==> config.mk <==
export PLATFORM = sky130hd
export DESIGN_NAME = fwba_ram
export DESIGN_NICKNAME = d
export VERILOG_FILES = /design/src/design/flow_window_bandwidth_alert_macros.svh /design/src/design/fwba_ram.sv
export SDC_FILE = /design/constraint.sdc
export NUM_CORES = 1
export LEC_CHECK = 0
export BUFFER_PORTS_ARGS = -buffer_cell sky130_fd_sc_hd__buf_4
export CORE_MARGIN = 3
export CORE_UTILIZATION = 33
export DETAILED_ROUTE_END_ITERATION = 12
export GPL_TIMING_DRIVEN = 1
export HOLD_SLACK_MARGIN = 0.08
export PLACE_DENSITY = 0.58
export SLEW_MARGIN = 40
export SYNTH_ARGS = -nofsm -noshare
export SYNTH_HDL_FRONTEND = slang
export SYNTH_SLANG_ARGS = --single-unit
==> constraint.sdc <==
create_clock -name aclk -period 1.85 [get_ports aclk]
set_input_delay 0.37 -clock aclk [delete_from_list [all_inputs] [get_ports aclk]]
set_output_delay 0.37 -clock aclk [all_outputs]
set_load 0.02 [all_outputs]
==> src/design/flow_window_bandwidth_alert_macros.svh <==
// Assertion macros used by the controller of the flow bandwidth detector.
`ifndef FLOW_WINDOW_BANDWIDTH_ALERT_MACROS_SVH
`define FLOW_WINDOW_BANDWIDTH_ALERT_MACROS_SVH
`ifndef SYNTHESIS
`define FWBA_ASSERT(lbl, clk, rstn, prop, msg) \
    lbl: assert property (@(posedge clk) disable iff (!rstn) prop) else $error(msg);
`define FWBA_ASSERT_ALWAYS(lbl, clk, prop, msg) \
    lbl: assert property (@(posedge clk) prop) else $error(msg);
`else
`define FWBA_ASSERT(lbl, clk, rstn, prop, msg)
`define FWBA_ASSERT_ALWAYS(lbl, clk, prop, msg)
`endif
`endif

==> src/design/fwba_ram.sv <==
`default_nettype none
module fwba_ram #(
    parameter int WIDTH = 8,
    parameter int DEPTH = 16
) (
    input  wire logic                     aclk,
    input  wire logic                     we,
    input  wire logic [$clog2(DEPTH)-1:0] waddr,
    input  wire logic [WIDTH-1:0]         wdata,
    input  wire logic [$clog2(DEPTH)-1:0] raddr,
    output logic      [WIDTH-1:0]         rdata
);

    logic [WIDTH-1:0] mem [DEPTH];

    always_ff @(posedge aclk) begin
        if (we) begin
            mem[waddr] <= wdata;
        end
        rdata <= mem[raddr];
    end

endmodule
`default_nettype wire

==> results of run 1 <==
## Yosys cell counts, drive strengths merged
library cell	instances
buf	7
dfxtp	8
nor2b	1
nor2	13
mux4	32
clkdlybuf4s25	3
and2b	1
nor3	4
and2	1
edfxtp	128
nand2	9
nand2b	2
nand3	1
or3b	1
a22oi	16
nand3b	2
## power groups by stage
stage | logic [mW] | registers [mW] | clock network, mW
finish | 0.381 | 3.47 | 3.56
CTS | 0.388 | 3.47 | 3.62
floorplan | 0.175 | 3.55 | 0
detailed placement | 0.387 | 3.53 | 0
global placement | 0.378 | 3.53 | 0
global route | 0.414 | 3.47 | 3.76
## through the flow
stage                     hold WS, ns  utilization  instance area (um^2)  worst slack [ns]
after floorplan                 0.469            -                  5150             0.214
after global placement          0.654        0.377                  5750            0.0550
after detailed placement        0.658        0.377                  5750            0.0533
after CTS                       0.250        0.418                  6380             0.446
after global routing            0.267        0.418                  6380             0.350
final                           0.263        0.418                  6380             0.448
## cell families after synthesis
kind of cell	after synthesis	share of synthesized area
AO/OA/AOI/OAI	16	0.0233
buffers and inverters	10	0.0168
flip-flops	136	0.778
multiplexers	32	0.150
AND/OR/NAND/NOR	35	0.0318
## layout make-up
type                       instances  area (um^2)  area share
sequential                       136         4000       0.627
multi-input combinational         83         1060       0.166
clock buffer                      18          429      0.0672
timing repair buffer              49          418      0.0655
tap                              211          264      0.0414
clock inverter                    14          205      0.0322
## flip-flops by register name (all words and copies together), names as in the netlist
name and flops:
mem 128, rdata 8
## worst paths after layout
check,end,depth (start not counted),from,slack (ns)
setup / recovery,rdata[2],3,mem[9][2],0.45
hold / removal,mem[6][6],1,wdata[6],0.26
setup reg to reg,rdata[2],3,mem[9][2],0.45
hold reg to reg,rdata[2],3,mem[4][2],0.67
## routing by layer
layer	global-route usage	up-vias	routed length (um)
met4	0.0430	0	112
met2	0.184	81	4640
met1	0.186	1237	4710
li1	-	1091	-
met3	0.0451	10	625
met5	0	-	0
## worst reg2reg max path, stage by stage, from the launching register on
cell and delay, ns:
sky130_fd_sc_hd__edfxtp_1 0.35, sky130_fd_sc_hd__mux4_1 0.50, sky130_fd_sc_hd__a22oi_1 0.34, sky130_fd_sc_hd__nand2_1 0.09
==> flow_summary.toml, run 1 <==
[timing]
slew-limit-headroom = 0.705
min_period_over_period = 0.758
max_freq_mhz = 713
tns_ns = 0
hold_violations = 0
setup_viol = 0
clock_skew_ns = 0.00689
unrepaired_setup_endpoints_after_global_routing = "false"
finalCriticalPeriod_ns = 1.40
worstMarginPinSlew_ns = 0.442
maxSlewViolCount = 0

[power_and_ir_drop]
finalPower_mw = 7.41
peakVddDrop_v = 0.000610
internal-power_mw = 5.99
net-switching-power_mw = 1.41
share_comb_of_total_power = 0.051
p_leak_nw = 2.15
power.clock.fraction = 0.480
p_per_area_nw_per_um2 = 1160
sequential_share_of_power = 0.468
power.switching_fraction = 0.191

[place]
numPortBuffers = 25
numPlacedInstances = 479
dp_hpwl_um = 6710
finalWeightedCongestion = 0.760

[clock_network]
cts_max_path_buffers = 2
cts_htree_levels = 4
cts_setup_buffers = 0
ctsRootBufferMaster = "sky130_fd_sc_hd__clkbuf_16"
cts.clk_slew.worst_paths_ns = 0.06
clk_latency_ns = 0.41
cts_repair_resize_count = 0
cts_made_buffers = 17
tritoncts = "done"
cts_hold_buf = 0
cts.sinks = 136

[routing]
remaining_drc_errors = 0
detail_route.wirelength_um = 10100
routed_via_density = 4.73
drt-wirelength-per-cell_um = 19.7
postRouteAntennaNets = 0
drt_first_iter_violations = 195
vias = 2419
first_pass_iters = 4

[finish]
commonest_non_fill_non_tap_cells_in_the_layout = "sky130_fd_sc_hd__edfxtp_1 (128), sky130_fd_sc_hd__buf_4 (45), sky130_fd_sc_hd__mux4_2 (18), sky130_fd_sc_hd__clkbuf_16 (17), sky130_fd_sc_hd__a22oi_1 (16)"
final_common_cell = "sky130_fd_sc_hd__edfxtp_1"
final-instance-count-excl-fill = 511
final_layout_size_suffix_gt1_frac = 0.323
fillCellCount = 1329
num-nets-final = 305
n_antenna_cell = 0
flow.area_growth_from_synthesis_pct = 24.0

[synth]
postSynthAreaPerCell_um2 = 22.5
ys.warnings.count = 0
post_synth_num_cell_types = 19
post_synth_instance_area_um2 = 5150
synth.ff_latch_count = 136
portion_of_the_post_synthesis_area_used_by_sequential_elements = 0.778
synth_area_leaders = "sky130_fd_sc_hd__edfxtp_1 (75%), sky130_fd_sc_hd__mux4_2 (7.9%), sky130_fd_sc_hd__mux4_1 (7.1%), sky130_fd_sc_hd__dfxtp_1 (3.1%), sky130_fd_sc_hd__a22oi_1 (2.3%)"
top_cell_type_s_share_of_synthesized_area = 0.747
gate_count_after_technology_mapping = 229
postSynthNetCount = 247
synth_top_area_cell = "sky130_fd_sc_hd__edfxtp_1"

[setup_path]
top_delay_family_on_crit_path = "multiplexers"
cp_buf_inv_count = 0
critPathMaxFanout = 1
critical_path_arrival_ns = 1.68
cpMaxStageDelayCell = "sky130_fd_sc_hd__mux4_1"
cp.required_ns = 2.13
start_kind = "flip-flop"
worst_stage_delay_on_the_critical_path_ns = 0.50
critPathCaptureType = "flip-flop"
worstPathCellList = "mux4_1 > a22oi_1 > nand2_1"
timing_worst_setup_path_type = "flip-flop to flip-flop"

[global_route]
gr-usage-all-layers = 0.129
grt_antenna_before_repair = 0
grt_first_pass_wirelength_um = 15400
globalRoute.totalOverflow = 0
via_count_of_the_first_global_routing_pass = 2469
grt_start_max_net_pins = 17

[floorplanning]
initial_core_util = 0.337
num_io_pins = 26
floorplan.die.width_um = 131
placeableCoreArea_um2 = 15300
floorplan_row_count = 45
total_die_area_um2 = 17100
floorplan.die.height_um = 131

[min_path]
hold_crit_path_type = "input port to flip-flop"

[flow_run]
drv_cap = 0

[outcome]
run_status = "complete, no violations"
Power figures use the tool's default switching activity.
==> run 2: changes to the inputs <==
==> constraint.sdc (replaced) <==
create_clock -name aclk -period 1.2 [get_ports aclk]
set_input_delay 0.24 -clock aclk [delete_from_list [all_inputs] [get_ports aclk]]
set_output_delay 0.24 -clock aclk [all_outputs]
set_load 0.02 [all_outputs]
==> flow_summary.toml, run 2 (synthesized netlist as in run 1, its figures left out) <==
[outcome]
run_status = "finished, violations left"
failed_checks = "setup timing"

[routing]
drt_first_iter_violations = 232
remaining_drc_errors = 0
first_pass_iters = 4
vias = 2444
routed_via_density = 4.67
drt-wirelength-per-cell_um = 19.8
detail_route.wirelength_um = 10300
postRouteAntennaNets = 0

[setup_path]
reg2regPathDepth = 3
critical_path_arrival_ns = 1.56
timing_worst_setup_path_type = "flip-flop to flip-flop"
critPathCaptureType = "flip-flop"
worstReg2RegStart = "mem[3][7]"
start_kind = "flip-flop"
rrSetupSlack_ns = -0.07
critPathMaxFanout = 1
cpMaxStageDelayCell = "sky130_fd_sc_hd__mux4_2"
worstPathCellList = "mux4_2 > a22oi_2 > nand2_1"
worst_stage_delay_on_the_critical_path_ns = 0.49
cp.required_ns = 1.49
regToRegEndpoint = "rdata[7]"

[power_and_ir_drop]
p_leak_nw = 2.18
peakVddDrop_v = 0.00109
p_per_area_nw_per_um2 = 1670

[place]
dp_hpwl_um = 6840
numPortBuffers = 25
numPlacedInstances = 492
finalWeightedCongestion = 0.728
place_worst_setup_slack_ns = -0.448

[global_route]
grt.busiest_layer = "met2"
grt_use_met3 = 0.0431
grt_first_pass_wirelength_um = 16100
globalRoute.totalOverflow = 0
gr-usage-all-layers = 0.135
grt_antenna_before_repair = 0
grt_start_max_net_pins = 17
via_count_of_the_first_global_routing_pass = 2708
use_met1 = 0.179
use_met2 = 0.203

[finish]
final-instance-count-excl-fill = 523
final_layout_size_suffix_gt1_frac = 0.455
multi_input_comb_area_um2 = 1110
largest_registers = "mem x128, rdata x8"
flow.area_growth_from_synthesis_pct = 27.7
storage_element_area_um2 = 4010
num-nets-final = 317
n_antenna_cell = 0
top_register = "mem"
largest_register_ffs = 128
fillCellCount = 1323
commonest_non_fill_non_tap_cells_in_the_layout = "sky130_fd_sc_hd__edfxtp_1 (128), sky130_fd_sc_hd__buf_4 (48), sky130_fd_sc_hd__mux4_2 (32), sky130_fd_sc_hd__clkbuf_16 (17), sky130_fd_sc_hd__buf_12 (13)"
final_common_cell = "sky130_fd_sc_hd__edfxtp_1"

[timing]
clock_skew_ns = 0.00525
unrepaired_setup_endpoints_after_global_routing = "true"
max_freq_mhz = 790
slew-limit-headroom = 0.440
final.setup.worst_slack_ns = -0.0651
min_period_over_period = 1.05
setup_viol = 6
hold_violations = 0
finalCriticalPeriod_ns = 1.27
worstMarginPinSlew_ns = 0.839
maxSlewViolCount = 0

[min_path]
hp-start = "wdata[7]"
timing.hold.worst_endpoint = "mem[9][7]"
min_path_cells = 1
hold_crit_path_type = "input port to flip-flop"

[floorplanning]
placeableCoreArea_um2 = 15300
num_io_pins = 26
total_die_area_um2 = 17100
initial_core_util = 0.337
floorplan.die.width_um = 131
floorplan_row_count = 45
floorplan.die.height_um = 131

[clock_network]
cts_max_path_buffers = 2
clk_latency_ns = 0.41
cts_htree_levels = 4
cts.clk_slew.worst_paths_ns = 0.05
cts.sinks = 136
cts_setup_buffers = 0
cts_made_buffers = 17
tritoncts = "done"
ctsRootBufferMaster = "sky130_fd_sc_hd__clkbuf_16"

[flow_run]
drv_cap = 0
-- run 2: worst max-delay path by stage --
stage                          start        end  slack (ns)  cells after the start
after floorplan             waddr[2]  mem[0][0]       -0.17                      2
after global placement      raddr[0]   rdata[4]       -0.44                      6
after detailed placement    raddr[0]   rdata[4]       -0.45                      6
after CTS                 mem[11][5]   rdata[5]       -0.07                      3
after global routing       mem[3][1]   rdata[1]       -0.12                      3
final                      mem[3][7]   rdata[7]       -0.07                      3
-- run 2: stage by stage --
stage          TNS (ns)  cell area (um^2)   util  power [mW]  hold slack [ns]
6_report         -0.195              6570  0.431        11.0            0.140
2_1_floorplan     -3.85              5200      -        5.78            0.339
3_5_place_dp     -27.63              5970  0.391        6.11            0.565
4_1_cts          -0.396              6560  0.430        11.1            0.131
3_3_place_gp     -26.31              5970  0.391        6.10            0.552
5_1_grt          -0.676              6570  0.431        11.4            0.148
-- run 2: critical path: cells and delay by family (launching register included) --
family | cells | cell delay (ns)
AND/OR/NAND/NOR | 1 | 0.06
AO/OA/AOI/OAI | 1 | 0.23
multiplexers | 1 | 0.49
flip-flops | 1 | 0.37
-- run 2: power by group --
| group | leakage (nW) | total [mW] | internal [mW] | switching (mW) |
|---|---|---|---|---|
| Combinational | 0.672 | 0.660 | 0.320 | 0.340 |
| Sequential | 1.22 | 5.35 | 5.32 | 0.0387 |
| Clock | 0.282 | 4.95 | 3.19 | 1.76 |
-- run 2: area by class of cell --
class,instances,share of cell area
Clock inverter,14,0.0209
Tap cell,211,0.0402
Multi-Input combinational cell,83,0.169
Sequential cell,136,0.610
Clock buffer,18,0.0653
Timing Repair Buffer,61,0.0944
-- run 2: layer usage --
metal  routed length (um)  share of wire
met1                 4780           0.46
met2                 4870           0.47
met3                  401          0.039
met4                  278          0.027
met5                    0              0
-- run 2: repair_timing --
action | 4_1_cts | 5_1_grt
hold buffers | 0 | 0
setup endpoints to repair | 10 | 9
cloned | 0 | 0
gates resized for setup | 8 | 4
pin swaps | 2 | 3
