### src/design/flow_window_bandwidth_alert_macros.svh
// Assertion macros used by the controller of the flow bandwidth detector.
`ifndef FLOW_WINDOW_BANDWIDTH_ALERT_MACROS_SVH
`define FLOW_WINDOW_BANDWIDTH_ALERT_MACROS_SVH
`ifndef SYNTHESIS
`define FWBA_ASSERT(lbl, clk, rstn, prop, msg) \
    lbl: assert property (@(posedge clk) disable iff (!rstn) prop) else $error(msg);
`define FWBA_ASSERT_ALWAYS(lbl, clk, prop, msg) \
    lbl: assert property (@(posedge clk) prop) else $error(msg);
`else
`define FWBA_ASSERT(lbl, clk, rstn, prop, msg)
`define FWBA_ASSERT_ALWAYS(lbl, clk, prop, msg)
`endif
`endif

### src/design/fwba_pkg.sv
`default_nettype none
package fwba_pkg;

    localparam int FLOW_SLOTS = 1024;
    localparam int SLOT_BITS = $clog2(FLOW_SLOTS);
    localparam int MAX_WINDOW = 8;
    localparam int LANE_BITS = $clog2(MAX_WINDOW);
    localparam int BYTES_W = 40;
    localparam int ACC_W = BYTES_W + LANE_BITS;
    localparam int RATE_W = 48;
    localparam int DIV_RADIX_BITS = 4;
    localparam int DIV_STEPS = RATE_W / DIV_RADIX_BITS;
    localparam int DIV_CNT_W = $clog2(DIV_STEPS + 1);

    localparam logic [3:0] WINDOW_RESET = 4'd5;
    localparam logic [31:0] THRESHOLD_RESET = 32'd5000000;
    localparam logic [15:0] LINK_HEADER_BYTES = 16'd14;
    localparam logic [BYTES_W-1:0] BUCKET_MAX = {BYTES_W{1'b1}};

    localparam logic REG_WINDOW = 1'b0;
    localparam logic REG_THRESHOLD = 1'b1;

    typedef struct packed {
        logic [31:0] src_ip;
        logic [31:0] dst_ip;
        logic [31:0] arrival_sec;
        logic [15:0] ip_length;
    } in_word_t;

    typedef struct packed {
        logic        alert;
        logic        collision;
        logic [31:0] flow_src;
        logic [31:0] flow_dst;
        logic [47:0] rate_bps;
    } out_word_t;

    typedef struct packed {
        logic [31:0]        second;
        logic [BYTES_W-1:0] bytes;
    } bucket_t;

    typedef struct packed {
        logic                        valid;
        logic [MAX_WINDOW-1:0]       used;
        logic [63:0]                 key;
        bucket_t [MAX_WINDOW-1:0]    bkt;
    } row_t;

    typedef struct packed {
        logic                  clear;
        logic [SLOT_BITS-1:0]  clr_addr;
        logic                  accept;
        logic                  update;
        logic                  sum_en;
        logic [LANE_BITS-1:0]  sum_lane;
        logic                  div_init;
        logic                  div_step;
        logic                  load_out;
    } cmd_t;

    typedef struct packed {
        logic collision;
    } status_t;

endpackage
`default_nettype wire

### src/design/fwba_dp.sv
`default_nettype none
module fwba_dp (
    input  wire logic                 aclk,
    input  wire logic                 aresetn,
    input  wire logic                 cfg_we,
    input  wire logic                 cfg_index,
    input  wire logic [31:0]          cfg_data,
    input  wire fwba_pkg::in_word_t   s_data,
    output fwba_pkg::out_word_t       m_data,
    input  wire fwba_pkg::cmd_t       cmd,
    output fwba_pkg::status_t         status,
    output logic                      ram_we,
    output logic [fwba_pkg::SLOT_BITS-1:0] ram_waddr,
    output fwba_pkg::row_t            ram_wdata,
    output logic [fwba_pkg::SLOT_BITS-1:0] ram_raddr,
    input  wire fwba_pkg::row_t       ram_rdata
);
    import fwba_pkg::*;

    logic [3:0]           win_reg;
    logic [31:0]          thr_reg;
    in_word_t             in_reg;
    row_t                 row_reg;
    logic                 coll_reg;
    logic [ACC_W-1:0]     acc_reg;
    logic [RATE_W-1:0]    q_reg, q_next;
    logic [3:0]           rem_reg, rem_next;
    out_word_t            out_reg;

    logic [3:0]           w_eff;
    logic [63:0]          key;
    logic                 coll;
    logic [MAX_WINDOW-1:0] used0, keep;
    logic [LANE_BITS-1:0] pos;
    logic                 fresh;
    logic [BYTES_W-1:0]   base_bytes;
    logic [BYTES_W:0]     add_bytes;
    row_t                 new_row;
    logic [RATE_W-1:0]    bits;
    logic [35:0]          limit;
    logic [4:0]           r5;

    // A window of zero counts as one second, anything above the ring as the ring.
    always_comb begin
        if (win_reg == 4'd0) begin
            w_eff = 4'd1;
        end else if (win_reg > 4'(MAX_WINDOW)) begin
            w_eff = 4'(MAX_WINDOW);
        end else begin
            w_eff = win_reg;
        end
    end

    assign key       = {in_reg.src_ip, in_reg.dst_ip};
    assign coll      = ram_rdata.valid && (ram_rdata.key != key);
    assign used0     = ram_rdata.valid ? ram_rdata.used : '0;
    assign pos       = in_reg.arrival_sec[LANE_BITS-1:0];
    assign status.collision = coll;

    always_comb begin
        for (int i = 0; i < MAX_WINDOW; i++) begin
            keep[i] = used0[i] && (({1'b0, ram_rdata.bkt[i].second} + 33'(w_eff))
                                   > {1'b0, in_reg.arrival_sec});
        end
        fresh      = !keep[pos] || (ram_rdata.bkt[pos].second != in_reg.arrival_sec);
        base_bytes = fresh ? '0 : ram_rdata.bkt[pos].bytes;
        add_bytes  = {1'b0, base_bytes} + (BYTES_W+1)'(in_reg.ip_length)
                     + (BYTES_W+1)'(LINK_HEADER_BYTES);
        new_row       = ram_rdata;
        new_row.valid = 1'b1;
        new_row.key   = key;
        new_row.used  = keep | (MAX_WINDOW'(1) << pos);
        new_row.bkt[pos].second = in_reg.arrival_sec;
        new_row.bkt[pos].bytes  = add_bytes[BYTES_W] ? BUCKET_MAX : add_bytes[BYTES_W-1:0];
    end

    assign ram_raddr = SLOT_BITS'(s_data.src_ip ^ s_data.dst_ip);
    assign ram_we    = cmd.clear || (cmd.update && !coll);
    assign ram_waddr = cmd.clear ? cmd.clr_addr : SLOT_BITS'(in_reg.src_ip ^ in_reg.dst_ip);
    assign ram_wdata = cmd.clear ? '0 : new_row;

    // Four quotient bits per cycle; the remainder stays below the window.
    always_comb begin
        q_next   = q_reg;
        rem_next = rem_reg;
        r5       = '0;
        for (int k = 0; k < DIV_RADIX_BITS; k++) begin
            r5     = {rem_next, q_next[RATE_W-1]};
            q_next = {q_next[RATE_W-2:0], (r5 >= {1'b0, w_eff})};
            rem_next = (r5 >= {1'b0, w_eff}) ? 4'(r5 - {1'b0, w_eff}) : r5[3:0];
        end
    end

    assign bits  = RATE_W'({acc_reg, 3'b000});
    assign limit = thr_reg * w_eff;

    always_ff @(posedge aclk) begin
        if (!aresetn) begin
            win_reg <= WINDOW_RESET;
            thr_reg <= THRESHOLD_RESET;
        end else if (cfg_we) begin
            if (cfg_index == REG_WINDOW) begin
                win_reg <= cfg_data[3:0];
            end else begin
                thr_reg <= cfg_data;
            end
        end
    end

    always_ff @(posedge aclk) begin
        if (cmd.accept) begin
            in_reg <= s_data;
        end
        if (cmd.update) begin
            row_reg  <= new_row;
            coll_reg <= coll;
            acc_reg  <= '0;
        end
        if (cmd.sum_en && row_reg.used[cmd.sum_lane]) begin
            acc_reg <= acc_reg + ACC_W'(row_reg.bkt[cmd.sum_lane].bytes);
        end
        if (cmd.div_init) begin
            q_reg   <= bits;
            rem_reg <= '0;
        end else if (cmd.div_step) begin
            q_reg   <= q_next;
            rem_reg <= rem_next;
        end
        if (cmd.load_out) begin
            out_reg.flow_src  <= in_reg.src_ip;
            out_reg.flow_dst  <= in_reg.dst_ip;
            out_reg.collision <= coll_reg;
            out_reg.alert     <= !coll_reg && (bits > RATE_W'(limit));
            out_reg.rate_bps  <= coll_reg ? '0 : q_reg;
        end
    end

    assign m_data = out_reg;

endmodule
`default_nettype wire

### config.mk
export PLATFORM = sky130hd
export DESIGN_NAME = fwba_dp
export DESIGN_NICKNAME = d
export VERILOG_FILES = /design/src/design/flow_window_bandwidth_alert_macros.svh /design/src/design/fwba_pkg.sv /design/src/design/fwba_dp.sv
export SDC_FILE = /design/constraint.sdc
export NUM_CORES = 2
export LEC_CHECK = 0
export BUFFER_PORTS_ARGS = -buffer_cell sky130_fd_sc_hd__buf_2
export CAP_MARGIN = 10
export CORE_AREA = 4 4 627 629
export CTS_CLUSTER_DIAMETER = 120
export DETAILED_ROUTE_END_ITERATION = 8
export DIE_AREA = 0 0 631 633
export GPL_ROUTABILITY_DRIVEN = 0
export PLACE_DENSITY = 0.3
export SETUP_SLACK_MARGIN = 0.02
export SLEW_MARGIN = 20
export SYNTH_ARGS = -nofsm -noshare
export SYNTH_HDL_FRONTEND = slang
export SYNTH_SLANG_ARGS = --single-unit
### constraint.sdc
create_clock -name aclk -period 14.15 [get_ports aclk]
set_clock_uncertainty 0.2 [all_clocks]
set_input_delay 0.7075 -clock aclk [delete_from_list [all_inputs] [get_ports aclk]]
set_output_delay 0.7075 -clock aclk [all_outputs]
set_load 0.03 [all_outputs]
==> impl_results.md <==
* Status: finished clean
* Period utilization at 95.0%
* Post-synth EDFFs at 641
* Flop pwr share at 29.0%
* FF-to-FF Start: win_reg[3]
* Hold_sp: ram_rdata[108]
* Die Width at 631 um
* 1st-iter DRT viols at 6673
* Hpwl dp at 413 mm
* Row cnt at 229
* Setup TNS Final at 0 ns
* Multi-input logic area at 38000 um2
* Clock buffer depth at 4
* Total net switching power at 3.72 mW
* Final setup violation count at 0
* WL/cell at 36.7 um
* CP max-delay cell: nor3_1
* Worst-margin pin slew at 1.39 ns
* TritonCTS sink count at 686
* Synth Instances at 6669
* HP Class: input pin to flop
* Core ar. at 388000 um2
* DR vias at 66400
* Clock buffer count from CTS at 106
* Startpoint types: flop
* GRT overflow at 0
* PortBufs at 1601
* Largest net degree at the start of global routing at 92
* H-Tree Depth at 3
* # IOs at 1602
* P_leak at 34.9 nW
* Pint at 5.25 mW
* Routed WL at 507 mm
* Syn avg cell area at 9.03 um2
* Pins Over Slew Limit at 0
* Final hold vios at 0
* Netlist cell types at 86
* Die area at 399000 um2
* Fill cells at 43300
* Final worst path period need at 13.44 ns
* Largest register FFs at 328
* Final nets at 9812
* Post-CTS Setup Bufs at 0
* Cell area power density at 109 nW/um2
* Yosys warns at 0
* Reg area at 20200 um2
* Sequential area share after synthesis at 33.4%
* CP max FO at 27
* Via/cell ratio at 4.80
* Critical path class: flop to output port
* Clk root buf: clkbuf_16
* Logic gate share of total power at 40.3%
* Clock latency at the later pin of the worst-skew pair at 0.84 ns
* Layout cells sized above 1 at 27.3%
* Rel. slew slack at 6.04%
* Residual DRC at 0
* CP Capture Type: output port
* CP Launch Point: win_reg[3]
* Post-synth net total at 8008
* Initial antenna violation count at 124
* Fmax at 0.0744 GHz
* Hold Slack at 0.0865 ns
* Finished Core Util at 21.2%
* #FFs+latches synth at 686
* FFs w/ async S/R, synth at 0%
* Clock transition at path regs at 0.06 ns
* WP data required at 13.24 ns
* Clock share of power at 30.7%
* Post-route ant nets at 0
* DIE HEIGHT at 633 um
* Number of global-route vias before repair at 65800
* Syn Std Cell Area at 60200 um2
* Starting Density at 15.5%
* DRT Pass-1 Iters at 8
* Area Growth Syn to Fin at 36.5%
* Top_reg_cell synth: edfxtp_1
* RSZ-0062 raised after global routing: no
* CTS tree: yes
* WP data arrival at 12.53 ns
* GRT Total Usage at 24.2%
* VDD IR max at 0.0985 mV
* Sw frac at 41.5%
* First-pass GRT wire length at 649 mm
* Crit-path max cell delay at 0.79 ns
* Max Cap Viol at 0
[cell usage after synthesis, drive strengths merged, types with 64 or more instances]
master	number	area, um2
edfxtp	641	19200
clkbuf	352	1320
nand3	310	1550
fa	74	1480
nand2	1281	4810
and3	64	400
mux2i	65	651
nor2b	143	895
o21ai	142	711
nand4	116	741
buf	84	430
xnor2	274	2400
nor2	406	1550
inv	195	732
xor2	158	1380
a21oi	715	3580
a21o	101	758
ha	448	5610
a211oi	172	1380
mux2	81	912
mux4	187	4210
[critical path, delay by kind of cell (launching register included)]
family	cells	cell delay (ns)
and+or+nand+nor	17	4.77
AOI/OAI and AO/OA	8	3.18
buffers and inverters	6	1.72
adders and majority gates	5	1.46
DFF	1	0.33
xor gates and xnor gates	1	0.10
[power groups by stage]
stage,Clock [mW],Sequential [mW],Combinational (mW)
after floorplan,0,2.57,1.93
after CTS,2.87,2.59,3.64
final,2.75,2.60,3.62
after global routing,2.93,2.61,3.84
after global placement,0,2.64,3.53
after detailed placement,0,2.63,3.54
[stage by stage]
stage               setup WS [ns]  cell area [um2]  total power [mW]  std cells
finish                      0.711            82200              8.97      13800
detailed placement           1.16            75200              6.17      13200
CTS                         0.164            82100              9.10      13800
global placement             1.01            75100              6.16      13200
global route               0.0415            82100              9.38      13800
floorplan                    3.77            60200              4.50       6669
[kinds of logic after synthesis]
logic type	after synthesis	share of synthesized area [%]
compound gates	1477	15.3
xor+xnor	432	6.28
simple gates	2588	19.5
flops	686	33.4
buf+inv	631	4.12
fa+ha+maj	522	11.8
mux	333	9.58
[per-layer routing]
metal / part of all wire [%] / track usage [%]
met2: 47 / 40.5
met4: 5.8 / 11.6
met5: 0.035 / 0
met1: 40 / 29.6
met3: 6.7 / 4.62
[layout by cell type (no fill, tap or decap), types with 53 or more instances in the layout]
cell type,synthesis,routed
xor2_1,158,158
and3_1,64,64
nand2_1,1281,1274
edfxtp_1,641,641
buf_4,5,195
dlygate4sd3_1,0,331
clkbuf_16,0,107
nor2_1,396,387
nand3_1,310,308
a21o_1,101,101
buf_2,44,1576
a21oi_1,715,709
xnor2_1,274,274
inv_1,194,192
nor2b_1,143,140
mux4_2,187,187
fa_1,74,74
mux2_2,80,80
o21ai_0,137,135
diode_2,0,54
ha_1,448,448
and2_1,53,53
mux2i_1,65,63
nand4_1,115,115
a211oi_1,154,147
[cell type report]
cell class	instances	area share (%)
Tap cell	5197	7.91
Antenna cell	54	0.164
Inverter	195	0.896
Clock buffer	132	3.43
Timing Repair Buffer	2132	16.1
Multi-Input combinational cell	5352	46.2
Sequential cell	686	24.5
Clock inverter	61	0.843
[final timing paths]
check | slack [ns] | endpoint | depth (start not counted)
max reg2reg | 2.41 | row_reg[362] | 37
max | 0.71 | ram_wdata[108] | 37
min | 0.09 | row_reg[108] | 3
min reg2reg | 0.28 | win_reg[0] | 2
[repair_timing]
item | in CTS | in global routing
setup endpoints to repair | 0 | 3
endpoints found under the hold margin | 331 | 0
hold buffers | 331 | 0
gates resized for setup | 0 | 3
No activity file was read; power rests on OpenSTA's default activity.
