==> src/design/flow_window_bandwidth_alert_macros.svh <==
// Assertion macros used by the controller of the flow bandwidth detector.
`ifndef FLOW_WINDOW_BANDWIDTH_ALERT_MACROS_SVH
`define FLOW_WINDOW_BANDWIDTH_ALERT_MACROS_SVH
`ifndef SYNTHESIS
`define FWBA_ASSERT(lbl, clk, rstn, prop, msg) \
    lbl: assert property (@(posedge clk) disable iff (!rstn) prop) else $error(msg);
`define FWBA_ASSERT_ALWAYS(lbl, clk, prop, msg) \
    lbl: assert property (@(posedge clk) prop) else $error(msg);
`else
`define FWBA_ASSERT(lbl, clk, rstn, prop, msg)
`define FWBA_ASSERT_ALWAYS(lbl, clk, prop, msg)
`endif
`endif

==> src/design/fwba_pkg.sv <==
`default_nettype none
package fwba_pkg;

    localparam int FLOW_SLOTS = 1024;
    localparam int SLOT_BITS = $clog2(FLOW_SLOTS);
    localparam int MAX_WINDOW = 8;
    localparam int LANE_BITS = $clog2(MAX_WINDOW);
    localparam int BYTES_W = 40;
    localparam int ACC_W = BYTES_W + LANE_BITS;
    localparam int RATE_W = 48;
    localparam int DIV_RADIX_BITS = 4;
    localparam int DIV_STEPS = RATE_W / DIV_RADIX_BITS;
    localparam int DIV_CNT_W = $clog2(DIV_STEPS + 1);

    localparam logic [3:0] WINDOW_RESET = 4'd5;
    localparam logic [31:0] THRESHOLD_RESET = 32'd5000000;
    localparam logic [15:0] LINK_HEADER_BYTES = 16'd14;
    localparam logic [BYTES_W-1:0] BUCKET_MAX = {BYTES_W{1'b1}};

    localparam logic REG_WINDOW = 1'b0;
    localparam logic REG_THRESHOLD = 1'b1;

    typedef struct packed {
        logic [31:0] src_ip;
        logic [31:0] dst_ip;
        logic [31:0] arrival_sec;
        logic [15:0] ip_length;
    } in_word_t;

    typedef struct packed {
        logic        alert;
        logic        collision;
        logic [31:0] flow_src;
        logic [31:0] flow_dst;
        logic [47:0] rate_bps;
    } out_word_t;

    typedef struct packed {
        logic [31:0]        second;
        logic [BYTES_W-1:0] bytes;
    } bucket_t;

    typedef struct packed {
        logic                        valid;
        logic [MAX_WINDOW-1:0]       used;
        logic [63:0]                 key;
        bucket_t [MAX_WINDOW-1:0]    bkt;
    } row_t;

    typedef struct packed {
        logic                  clear;
        logic [SLOT_BITS-1:0]  clr_addr;
        logic                  accept;
        logic                  update;
        logic                  sum_en;
        logic [LANE_BITS-1:0]  sum_lane;
        logic                  div_init;
        logic                  div_step;
        logic                  load_out;
    } cmd_t;

    typedef struct packed {
        logic collision;
    } status_t;

endpackage
`default_nettype wire

==> src/design/fwba_ctrl.sv <==
`default_nettype none
`include "flow_window_bandwidth_alert_macros.svh"
module fwba_ctrl (
    input  wire logic            aclk,
    input  wire logic            aresetn,
    input  wire logic            s_valid,
    output logic                 s_ready,
    output logic                 m_valid,
    input  wire logic            m_ready,
    input  wire fwba_pkg::status_t status,
    output fwba_pkg::cmd_t       cmd
);
    import fwba_pkg::*;

    typedef enum logic [5:0] {
        ST_CLEAR  = 6'b000001,
        ST_IDLE   = 6'b000010,
        ST_UPDATE = 6'b000100,
        ST_SUM    = 6'b001000,
        ST_DIV    = 6'b010000,
        ST_DONE   = 6'b100000
    } state_t;

    state_t                state_reg, state_next;
    logic [SLOT_BITS-1:0]  clr_reg, clr_next;
    logic [LANE_BITS-1:0]  lane_reg, lane_next;
    logic [DIV_CNT_W-1:0]  div_reg, div_next;
    logic                  mv_reg, mv_next;
    logic                  out_free;

    assign out_free = !mv_reg || m_ready;
    assign m_valid  = mv_reg;
    assign s_ready  = (state_reg == ST_IDLE);

    always_comb begin
        state_next = state_reg;
        clr_next   = clr_reg;
        lane_next  = lane_reg;
        div_next   = div_reg;
        mv_next    = mv_reg && !m_ready;
        cmd        = '0;
        cmd.clr_addr = clr_reg;
        cmd.sum_lane = lane_reg;
        unique case (state_reg)
            ST_CLEAR: begin
                cmd.clear = 1'b1;
                clr_next  = clr_reg + 1'b1;
                if (&clr_reg) begin
                    state_next = ST_IDLE;
                end
            end
            ST_IDLE: begin
                if (s_valid) begin
                    cmd.accept = 1'b1;
                    state_next = ST_UPDATE;
                end
            end
            ST_UPDATE: begin
                cmd.update = 1'b1;
                lane_next  = '0;
                div_next   = '0;
                state_next = status.collision ? ST_DONE : ST_SUM;
            end
            ST_SUM: begin
                cmd.sum_en = 1'b1;
                lane_next  = lane_reg + 1'b1;
                if (&lane_reg) begin
                    state_next = ST_DIV;
                end
            end
            ST_DIV: begin
                cmd.div_init = (div_reg == '0);
                cmd.div_step = (div_reg != '0);
                div_next     = div_reg + 1'b1;
                if (div_reg == DIV_CNT_W'(DIV_STEPS)) begin
                    state_next = ST_DONE;
                end
            end
            ST_DONE: begin
                if (out_free) begin
                    cmd.load_out = 1'b1;
                    mv_next      = 1'b1;
                    state_next   = ST_IDLE;
                end
            end
            default: begin
                state_next = ST_CLEAR;
            end
        endcase
    end

    always_ff @(posedge aclk) begin
        if (!aresetn) begin
            state_reg <= ST_CLEAR;
            clr_reg   <= '0;
            lane_reg  <= '0;
            div_reg   <= '0;
            mv_reg    <= 1'b0;
        end else begin
            state_reg <= state_next;
            clr_reg   <= clr_next;
            lane_reg  <= lane_next;
            div_reg   <= div_next;
            mv_reg    <= mv_next;
        end
    end

    `FWBA_ASSERT(a_accept_to_update, aclk, aresetn, (s_valid && s_ready) |=> (state_reg == ST_UPDATE), "accepted word did not start an update")
    `FWBA_ASSERT(a_no_accept_clear, aclk, aresetn, (state_reg == ST_CLEAR) |-> !cmd.update && !cmd.load_out, "work started during the clearing pass")
    `FWBA_ASSERT(a_div_to_done, aclk, aresetn, (state_reg == ST_DIV && div_reg == DIV_CNT_W'(DIV_STEPS)) |=> (state_reg == ST_DONE), "divider did not finish in time")
    `FWBA_ASSERT(a_load_free, aclk, aresetn, cmd.load_out |-> (!mv_reg || m_ready), "result overwrote a waiting word")

endmodule
`default_nettype wire

==> config.mk <==
export PLATFORM = sky130hd
export DESIGN_NAME = fwba_ctrl
export DESIGN_NICKNAME = d
export VERILOG_FILES = /design/src/design/fwba_pkg.sv /design/src/design/fwba_ctrl.sv
export VERILOG_INCLUDE_DIRS = /design/src /design/src/design
export SDC_FILE = /design/constraint.sdc
export NUM_CORES = 1
export LEC_CHECK = 0
export ABC_AREA = 0
export BUFFER_PORTS_ARGS = -buffer_cell sky130_fd_sc_hd__buf_2
export CORE_MARGIN = 4
export CORE_UTILIZATION = 35
export DETAILED_ROUTE_END_ITERATION = 8
export GPL_ROUTABILITY_DRIVEN = 0
export PLACE_DENSITY = 0.65
export SYNTH_ARGS = -nofsm -noshare
export SYNTH_HDL_FRONTEND = slang
export SYNTH_SLANG_ARGS = --single-unit
==> constraint.sdc <==
create_clock -name aclk -period 2.3 [get_ports aclk]
set_input_delay 0 -clock aclk [delete_from_list [all_inputs] [get_ports aclk]]
set_output_delay 0 -clock aclk [all_outputs]
set_load 0.02 [all_outputs]
==> results of run 1 <==
[cell type report]
| type | count | share of cell area, % |
|---|---|---|
| tap | 46 | 3.780 |
| multi-input combinational | 109 | 48.23 |
| inverter | 11 | 2.712 |
| sequential | 24 | 31.55 |
| timing repair buffer | 27 | 9.039 |
| clock buffer | 3 | 2.712 |
| clock inverter | 1 | 1.972 |
[through the flow]
| step | cell area (sq um) | cells | setup slack, ps | hold WS, ps |
|---|---|---|---|---|
| floorplan | 1277 | 148 | 569.2 | 117.5 |
| global placement | 1451 | 217 | 584.6 | 287.2 |
| detailed placement | 1451 | 217 | 539.9 | 290.2 |
| CTS | 1523 | 221 | 337.5 | 4.552 |
| global route | 1523 | 221 | 160.4 | 7.014 |
| finish | 1523 | 221 | 306.2 | 6.094 |
[worst paths after layout]
path,to,slack [ps]
worst max-delay path,cmd[2],310
worst min-delay path,state_reg[2]$_SDFFE_PN0P_,6
worst max register to register,clr_reg[5]$_SDFFE_PN0P_,520
worst min register to register,lane_reg[2]$_SDFFE_PN0P_,490
[metal layers]
layer / vias to the layer above / share of wire (%)
met5: - / 0
met2: 26 / 48
met4: 0 / 0
met1: 575 / 47
met3: 0 / 4.2
li1: 586 / -
[logic make-up after synthesis]
family | Yosys count | share of synthesized area, %
and+or+nand+nor | 69 | 32.71
xor gates and xnor gates | 8 | 5.485
adders and majority gates | 5 | 4.897
DFF | 24 | 37.61
buffers and inverters | 15 | 4.897
muxes | 2 | 1.567
AOI/OAI and AO/OA | 25 | 12.83
[worst max-delay path, delay by kind of cell (launching register included)]
family                 cells  cell delay, ps
and+or+nand+nor            3            1120
DFF                        1             380
buffers and inverters      1             220
[placed cells by master, fill, tap and decap left out, types with 3 or more instances in the layout]
master | Yosys | routed
inv_1 | 9 | 9
nor2_1 | 13 | 13
clkbuf_8 | 0 | 3
xnor2_1 | 5 | 5
nand4_1 | 6 | 6
ha_1 | 5 | 5
dfxtp_1 | 24 | 24
nand3_1 | 11 | 11
a21oi_1 | 11 | 11
nor4_2 | 3 | 3
nor3_1 | 4 | 4
buf_2 | 2 | 26
or4_1 | 4 | 4
nand3b_1 | 3 | 3
nand2_1 | 11 | 11
xor2_1 | 3 | 3
[power breakdown]
group | switching (uW) | leakage [uW] | total (uW) | internal (uW)
Sequential | 14.6 | 0.000194 | 442 | 428
Combinational | 57.2 | 0.000390 | 89.5 | 32.3
Clock | 133 | 0.0000357 | 365 | 233
==> key figures, run 1 <==
Pwr
  • Power after layout: between 800 and 900 uW
  • Maximum vdd ir drop: about 0.00047 V
  • Power per cell area: ~590 mW/mm^2
  • Standby leakage power: around 0.00062 uW

Min path
  • Worst hold path depth: 3
  • Startpoint of the worst hold path: s_valid
  • Path class of the lowest-slack min-delay path: in -> reg

Detailed routing
  • Routed length per placed instance: approximately 13 um
  • Vias per cell: about 5.4
  • Routed via count: 1,187
  • Residual antenna-violating net count after detailed routing: 0
  • Remaining DRCs: 0
  • 1st-iter DRT viols: between 50 and 60
  • Wire length after detailed routing: approximately 2900 um
  • Number of detailed-routing iterations run before antenna repair: 4

Global route
  • First-pass GRT wire length: 5009 um
  • Pin count of the biggest net entering global routing: 20
  • Tot GR Track Use: between 10 and 15%
  • Initial antenna violation count: 0
  • Top Usage Layer GRT: met2
  • Congestion Overflow GR: 0
  • Met3 usage in global routing: under 10%
  • Number of global-route vias before repair: ~1,100
  • Met2 usage in global routing: 23.96%
  • Met1 Usage GRT: approximately 17%

Worst setup path
  • Critical path endpoint category: primary output
  • List of cells traversed by the critical path: nor3_1 -> nand3_1 -> nor4b_1 -> buf_2
  • Largest stage delay, worst path: ~430 ps
  • Master of the slowest instance on the critical path: nor3_1
  • Highest net fanout along the worst path: 8
  • Worst-case reg-to-reg path depth: 4
  • Arrival time of the worst setup path: slightly below 2000 ps
  • Required time worst endpoint: 2300 ps
  • Worst setup SP type: flip-flop
  • Worst Path Class, Setup: reg -> out
  • Critical Path Source: state_reg[5]$_SDFFE_PN0P_
  • Reg-to-reg startpoint: state_reg[2]$_SDFFE_PN0P_

Timing
  • Final period util: between 80% and 90%
  • Max-slew violations: 0
  • Unrepaired setup endpoints after global routing: no
  • Fmax achieved: between 500 and 600 MHz
  • Clk_skew: 10.43 ps
  • Clock period minus worst slack: approximately 2000 ps
  • Slew HR: 64.44%
  • Number of hold-slack violations in the final timing report: 0
  • Final setup TNS: 0 ps
  • Total of endpoints with negative setup slack in the final report: 0
  • Measured slew at the worst slew-check pin: 530.1 ps

Finish
  • Final Net Count: roughly 190
  • Multi-input logic area: 734.5 sq um
  • Max reg flops: 10
  • Antenna cell count: 0
  • Sequential standard cell area: 480.5 sq um
  • Filler instances: about 370
  • Syn-to-layout area delta: 19.20%
  • Share of cells above drive strength 1: 21.14%
  • Core occupancy in the finished layout: between 40% and 50%

Outcome
  • Run status: complete, no violations

Yosys
  • Number of synthesized register bits: 24
  • Most used standard cell by instance count after synthesis: dfxtp_1
  • Leading area contributor after synthesis: dfxtp_1
  • Prevailing post-synth register cell: dfxtp_1
  • Yosys Warn Count: 0
  • Share of async-settable or async-resettable flops after synthesis: 0%
  • Number of synthesized flops with an enable pin: 0
  • Unique masters post-synth: 38
  • Count of mapped cells out of synthesis: ~150
  • Mapped Nets: around 160
  • Sequential area share after synthesis: 37.61%
  • Synthesized area per cell: around 8.6 sq um
  • Post-synth top cells: 24 x dfxtp_1, 13 x nor2_1, 11 x a21oi_1, 11 x nand2_1, 11 x nand3_1
  • Ranking of synthesized cells by area: dfxtp_1 38%, ha_1 4.9%, a21oi_1 4.3%
  • Fraction of post-synthesis cell area in the top cell type by area: between 30% and 40%
  • Combined area of all synthesized cells: around 0.0013 sq mm

Clock tree
  • Clock root cell: clkbuf_8
  • Clock-pin slew on the worst setup and hold paths: roughly 90 ps
  • TritonCTS clock tree: yes
  • Number of hold buffers added after cts: 0
  • Clock net sink count: 24
  • Clk_lat worst skew: ~270 ps
  • Count of buffers added by post-CTS timing repair for setup: 0
  • Inserted Clock Buffers: 3
  • Clk buf depth: 2
  • Number of H-tree branching levels: 1
  • # resized after CTS: 0

Die
  • Area of the core region: 0.003442 sq mm
  • Starting Density: 37.11%
  • FP Rows: 21
  • Die Wd: around 70 um
  • Total die area: between 0.004 and 0.005 sq mm
  • Number of I/O pins: 27
  • Die boundary height: 68.42 um

Place
  • HPWL after DPL: about 2200 um
  • Number of buffers added on ports: 26

Job
  • Number of maximum-capacitance violations: 0
No activity file was read; power rests on OpenSTA's default activity.
==> run 2, diff against run 1 <==
--- a/config.mk
+++ b/config.mk
@@ -8,11 +8,12 @@
 export LEC_CHECK = 0
 export ABC_AREA = 0
 export BUFFER_PORTS_ARGS = -buffer_cell sky130_fd_sc_hd__buf_2
+export CAP_MARGIN = 40
 export CORE_MARGIN = 4
 export CORE_UTILIZATION = 35
 export DETAILED_ROUTE_END_ITERATION = 8
 export GPL_ROUTABILITY_DRIVEN = 0
-export PLACE_DENSITY = 0.65
+export PLACE_DENSITY = 0.58
 export SYNTH_ARGS = -nofsm -noshare
 export SYNTH_HDL_FRONTEND = slang
 export SYNTH_SLANG_ARGS = --single-unit
==> run 2 against run 1 <==
Compared with the run above:
- hold slack improved by 1.9 ps
- sequential power about the same
- setup slack gained 89 ps
- flip-flop and latch count is the same
- total power is 13% lower
- combinational power increased by 0.6%
- highest routed layer is now met4
==> key figures, run 2 (synthesis gave the netlist of run 1 again) <==
Die
  • Number of I/O pins: 27 (unchanged)
  • Area of the core region: 0.003442 sq mm (unchanged)
  • Total die area: 0.004681 sq mm (unchanged)
  • Die boundary height: 68.42 um (unchanged)
  • Starting Density: 37.11% (unchanged)
  • FP Rows: 21 (unchanged)
  • Die Wd: 68.42 um (unchanged)

Timing
  • Post-Route Hold Slack: 8.035 ps (+1.940 ps)
  • Slew HR: 63.19% (-1.2 points)
  • Total of endpoints with negative setup slack in the final report: 0 (unchanged)
  • Final period util: 82.82% (-3.9 points)
  • Number of hold-slack violations in the final timing report: 0 (unchanged)
  • Clk_skew: 5.138 ps (-5.292 ps)
  • Final setup TNS: 0 ps (unchanged)
  • Clock period minus worst slack: 1905 ps (-88.90 ps)
  • Unrepaired setup endpoints after global routing: no
  • Max-slew violations: 0 (unchanged)
  • Measured slew at the worst slew-check pin: 548.7 ps (+18.56 ps)
  • Fmax achieved: 525.0 MHz (+4.7%)

Outcome
  • Run status: complete, no violations

Global route
  • First-pass GRT wire length: 5154 um (+2.9%)
  • Initial antenna violation count: 0 (unchanged)
  • Congestion Overflow GR: 0 (unchanged)
  • Tot GR Track Use: 14.52% (+0.88 points)
  • Number of global-route vias before repair: 1,176 (+2.6%)
  • Pin count of the biggest net entering global routing: 20 (unchanged)

Worst setup path
  • Highest net fanout along the worst path: 8 (unchanged)
  • Worst setup SP type: flip-flop
  • Largest stage delay, worst path: 390 ps (-40 ps)
  • Worst Path Class, Setup: reg -> out
  • Required time worst endpoint: 2300 ps (about the same)
  • List of cells traversed by the critical path: nor3_1 -> nand3_1 -> nor4b_1 -> buf_2
  • Arrival time of the worst setup path: 1900 ps (-90 ps)
  • WP buf/inv: 1 (unchanged)
  • Master of the slowest instance on the critical path: nor3_1
  • Family with the most delay on the worst path: simple AND/OR/NAND/NOR gates
  • Critical path endpoint category: primary output

Detailed routing
  • Vias per cell: 5.186 (-3.4%)
  • Number of detailed-routing iterations run before antenna repair: 4 (unchanged)
  • Remaining DRCs: 0 (unchanged)
  • Routed length per placed instance: 13.07 um (about the same)
  • Residual antenna-violating net count after detailed routing: 0 (unchanged)
  • Routed via count: 1,141 (-3.9%)
  • 1st-iter DRT viols: 38 (-34%)
  • Wire length after detailed routing: 2875 um (-0.42%)

Finish
  • Syn-to-layout area delta: 16.85%
  • Leading cell type in the layout, fill and taps excluded: buf_2
  • Max reg flops: 10 (unchanged)
  • Antenna cell count: 0 (unchanged)
  • Finished layout cell area: 0.001493 sq mm (-2.0%)
  • Final Net Count: 186 (unchanged)
  • Commonest cells after routing, fill and taps aside: 26 x buf_2, 24 x dfxtp_1, 13 x nor2_1
  • Share of cells above drive strength 1: 20.69% (-0.45 points)
  • Filler instances: 357 (-2.2%)

Min path
  • Path class of the lowest-slack min-delay path: in -> reg

Place
  • HPWL after DPL: 2197 um (-1.4%)
  • Cell area reported after detailed placement: 0.001451 sq mm (unchanged)
  • Number of buffers added on ports: 26 (unchanged)

Clock tree
  • Clock-pin slew on the worst setup and hold paths: 80 ps (about the same)
  • Clock root cell: clkbuf_8
  • Clk buf depth: 2 (unchanged)
  • Clock net sink count: 24 (unchanged)
  • Number of hold buffers added after cts: 0 (unchanged)
  • TritonCTS clock tree: yes
  • # resized after CTS: 0 (unchanged)
  • Count of buffers added by post-CTS timing repair for setup: 0 (unchanged)
  • Clk_lat worst skew: 270 ps (about the same)
  • Inserted Clock Buffers: 3 (unchanged)
  • Number of H-tree branching levels: 1 (unchanged)

Job
  • Number of maximum-capacitance violations: 0 (unchanged)

Pwr
  • Maximum vdd ir drop: 0.0002732 V (-42%)
  • Standby leakage power: 0.0006060 uW (-2.3%)
  • Power per cell area: 524.3 mW/mm^2 (-11%)
run 2: changes by cell type in the layout (fill, tap and decap cells not counted), sizes merged:
| cell | previous run | this run |
|---|---|---|
| bufinv | 1 | 0 |
run 2: area by class of cell:
type,count,area (sq um),share of cell area [%]
inverters,11,41.29,2.766
flip-flops and latches,24,480.5,32.19
clock buffers,3,41.29,2.766
well taps,46,57.56,3.856
multi-input cells,109,734.5,49.20
repair buffers,27,137.6,9.220
run 2: metal layers:
metal	up-vias	GRT usage, %	routed length, um
li1	586	-	-
met5	-	0	0
met2	22	22.17	1323
met1	529	18.93	1368
met4	0	8.437	51
met3	4	2.627	131
run 2: worst paths after layout:
kind	startpoint	endpoint	slack [ps]	cells past startpoint
setup / recovery	state_reg[5]$_SDFFE_PN0P_	cmd[2]	400	4
hold reg to reg	lane_reg[2]$_SDFFE_PN0P_	lane_reg[2]$_SDFFE_PN0P_	490	2
setup reg to reg	state_reg[2]$_SDFFE_PN0P_	clr_reg[6]$_SDFFE_PN0P_	550	4
hold / removal	s_valid	state_reg[2]$_SDFFE_PN0P_	8	3
run 2: through the flow:
step           worst slack, ps  utilization (%)  power (uW)  instances
2_1_floorplan            569.2                -       512.5        148
3_3_place_gp             584.6            42.17       540.6        217
3_5_place_dp             528.6            42.17       544.1        217
4_1_cts                  373.2            43.37       792.5        220
5_1_grt                  161.5            43.37       821.8        220
6_report                 395.1            43.37       782.7        220
run 2: tightest hold or removal path, stage by stage:
cell and delay [ps]:
buf_2 100, nand2_1 80, nor2_1 50
run 2: where the power goes:
group	switching, uW	internal (uW)
registers	14.9	428
logic	57.8	32.3
clock network	133	117
total	206	577
==> run 3, diff against run 2 <==
--- a/config.mk
+++ b/config.mk
@@ -13,7 +13,7 @@
 export CORE_UTILIZATION = 35
 export DETAILED_ROUTE_END_ITERATION = 8
 export GPL_ROUTABILITY_DRIVEN = 0
-export PLACE_DENSITY = 0.58
+export PLACE_DENSITY = 0.6
 export SYNTH_ARGS = -nofsm -noshare
 export SYNTH_HDL_FRONTEND = slang
 export SYNTH_SLANG_ARGS = --single-unit
==> constraint.sdc (replaced) <==
create_clock -name aclk -period 1.6 [get_ports aclk]
set_input_delay 0 -clock aclk [delete_from_list [all_inputs] [get_ports aclk]]
set_output_delay 0 -clock aclk [all_outputs]
set_load 0.02 [all_outputs]
==> run 3 against run 2 <==
Compared with the run above:
- first-iteration DRC count up 61%
- utilization increased by 14 points
- highest routed layer unchanged
- count of clock-buffer cells in the layout is 1 higher
- cell count up 16%
- global-route usage up 2.3 points
- clock power up 68%
- critical endpoint is now clr_reg[9]$_SDFFE_PN0P_
- critical path type is now reg -> reg
- via count increased by 18%
==> key figures, run 3 (synthesis gave the netlist of run 1 again) <==
Global route
  • Number of global-route vias before repair: 1,284 (+9.2%)
  • Tot GR Track Use: 16.85% (+2.3 points)
  • Pin count of the biggest net entering global routing: 14 (-30%)
  • Congestion Overflow GR: 0 (unchanged)
  • Initial antenna violation count: 0 (unchanged)
  • First-pass GRT wire length: 5906 um (+15%)

Worst setup path
  • Endpoint of the most critical register-to-register path: clr_reg[9]$_SDFFE_PN0P_
  • Critical path endpoint category: flip-flop
  • List of cells traversed by the critical path: buf_6 -> nor4_4 -> nand2_2 -> or4_1 -> a21oi_1
  • Family with the most delay on the worst path: simple AND/OR/NAND/NOR gates
  • Highest net fanout along the worst path: 4 (-4)
  • Arrival time of the worst setup path: 1780 ps (-120 ps)
  • WP buf/inv: 1 (unchanged)
  • Worst setup SP type: flip-flop
  • Critical Path Source: state_reg[2]$_SDFFE_PN0P_
  • Reg-to-reg startpoint: state_reg[2]$_SDFFE_PN0P_
  • Required time worst endpoint: 1800 ps (-500 ps)
  • Worst-case reg-to-reg path depth: 5 (+1)
  • Master of the slowest instance on the critical path: or4_1
  • Minimum setup slack among reg-to-reg paths: 30 ps (-520 ps)
  • Worst Path Class, Setup: reg -> reg
  • Largest stage delay, worst path: 490 ps (+100 ps)

Pwr
  • Maximum vdd ir drop: 0.0003782 V (+38%)
  • Power after layout: 1243 uW (+59%)
  • Power per cell area: 629.5 mW/mm^2 (+20%)
  • Standby leakage power: 0.0008182 uW (+35%)

Detailed routing
  • Number of detailed-routing iterations run before antenna repair: 4 (unchanged)
  • Residual antenna-violating net count after detailed routing: 0 (unchanged)
  • Routed via count: 1,341 (+18%)
  • Post-Route M1 WL: 1671 um (+22%)
  • Met3 wire length: 146 um (+11%)
  • 1st-iter DRT viols: 61 (+61%)
  • Remaining DRCs: 0 (unchanged)
  • Wire length after detailed routing: 3847 um (+34%)
  • Routed length on met2: 1938 um (+46%)
  • Routed length per placed instance: 15.09 um (+15%)
  • Vias per cell: 5.259 (+1.4%)
  • Highest routing layer actually used: met4

Timing
  • Final period util: around 98%
  • Fmax achieved: about 640 MHz
  • Clk_skew: 5.148 ps (+0.009970 ps)
  • Slew HR: 72.94% (+9.8 points)
  • Final setup TNS: 0 ps (unchanged)
  • Max-slew violations: 0 (unchanged)
  • Measured slew at the worst slew-check pin: 404.7 ps (-144.0 ps)
  • Number of hold-slack violations in the final timing report: 0 (unchanged)
  • Total of endpoints with negative setup slack in the final report: 0 (unchanged)
  • Post-Route Hold Slack: 12.16 ps (+4.129 ps)
  • Unrepaired setup endpoints after global routing: yes
  • Clock period minus worst slack: around 1600 ps

Clock tree
  • Number of hold buffers added after cts: 0 (unchanged)
  • Clock root cell: clkbuf_8
  • Number of H-tree branching levels: 1 (unchanged)
  • Inserted Clock Buffers: 3 (unchanged)
  • Clk buf depth: 2 (unchanged)
  • TritonCTS clock tree: yes
  • Clock-pin slew on the worst setup and hold paths: 90 ps (about the same)
  • Clock net sink count: 24 (unchanged)
  • Clk_lat worst skew: 270 ps (about the same)

Outcome
  • Run status: complete, no violations

Finish
  • Multi-input logic area: 869.6 sq um (+18%)
  • Antenna cell count: 0 (unchanged)
  • Filler instances: 306 (-14%)
  • Max reg flops: 10 (unchanged)
  • Finished layout cell area: 0.001974 sq mm (+32%)
  • Syn-to-layout area delta: 54.55%
  • Final Net Count: 220 (+18%)
  • Leading cell type in the layout, fill and taps excluded: buf_4
  • Share of cells above drive strength 1: 46.89% (+26 points)
  • Core occupancy in the finished layout: 57.36% (+14 points)
  • Commonest cells after routing, fill and taps aside: 30 x buf_4, 21 x buf_2, 13 x nor2_1, 13 x dfxtp_1
  • Sequential standard cell area: 504.2 sq um (+4.9%)

Min path
  • Startpoint of the worst hold path: aresetn
  • Worst hold path depth: 2 (-1)
  • Worst min-delay path endpoint: div_reg[3]$_SDFFE_PN0P_
  • Path class of the lowest-slack min-delay path: in -> reg

Job
  • Number of maximum-capacitance violations: 0 (unchanged)

Die
  • Area of the core region: 0.003442 sq mm (unchanged)
  • Number of I/O pins: 27 (unchanged)
  • Starting Density: 37.11% (unchanged)
  • Total die area: 0.004681 sq mm (unchanged)
  • FP Rows: 21 (unchanged)
  • Die Wd: 68.42 um (unchanged)
  • Die boundary height: 68.42 um (unchanged)

Place
  • Number of buffers added on ports: 26 (unchanged)
  • HPWL after DPL: 2632 um (+20%)
  • Cell area reported after detailed placement: 0.001635 sq mm (+13%)
==> run 3: cell count changes in the layout (fill, tap and decap cells not counted), moves of 3 or more <==
cell / before / now
buf_2: 26 / 21
dfxtp_2: 0 / 7
nor4_4: 2 / 6
dfxtp_4: 0 / 4
buf_4: 1 / 30
buf_6: 0 / 10
dfxtp_1: 24 / 13
nor4_2: 3 / 0
==> run 3: cell type report <==
class | instances | area share [%]
tap | 46 | 2.915
sequential | 24 | 25.54
multi-input combinational | 109 | 44.04
clock buffer | 4 | 2.788
inverter | 11 | 2.281
timing repair buffer | 61 | 22.43
==> run 3: worst register-to-register path: cells and delay by family (launching register included) <==
kind / cells / cell delay (ps)
and+or+nand+nor: 3 / 910
DFF: 1 / 330
AOI/OAI and AO/OA: 1 / 150
buffers and inverters: 1 / 120
==> run 3: worst max-delay path by stage <==
stage / endpoint / slack [ps] / depth (start not counted)
after CTS: cmd[2] / -70 / 5
after floorplan: clr_reg[4]$_SDFFE_PN0P_ / 9 / 5
after global routing: cmd[0] / -50 / 6
after detailed placement: div_reg[0]$_SDFFE_PN0P_ / -30 / 5
after global placement: clr_reg[4]$_SDFFE_PN0P_ / 0.04 / 5
final: clr_reg[9]$_SDFFE_PN0P_ / 30 / 5
==> run 3: timing repair <==
action / 4_1_cts / 5_1_grt
endpoints found under the setup margin: 11 / 24
gates resized for setup: 11 / 35
buffers inserted: 7 / 5
pin swaps: 11 / 17
==> run 3: where the power goes <==
group	leakage (uW)	switching (uW)	internal (uW)
clock	0.0000288	199	220
combinational	0.000590	107	79.9
sequential	0.000199	21.2	616
==> run 3: routing by layer <==
metal	global-route usage (%)	vias up
li1	-	654
met1	20.87	646
met2	28.61	35
met3	2.135	6
met4	7.940	0
met5	0	-
==> run 3: through the flow <==
stage	worst slack, ps	instances
6_report	27.62	255
5_1_grt	-50.07	255
4_1_cts	-71.68	250
3_5_place_dp	-28.78	239
3_3_place_gp	0.03775	239
2_1_floorplan	8.685	148
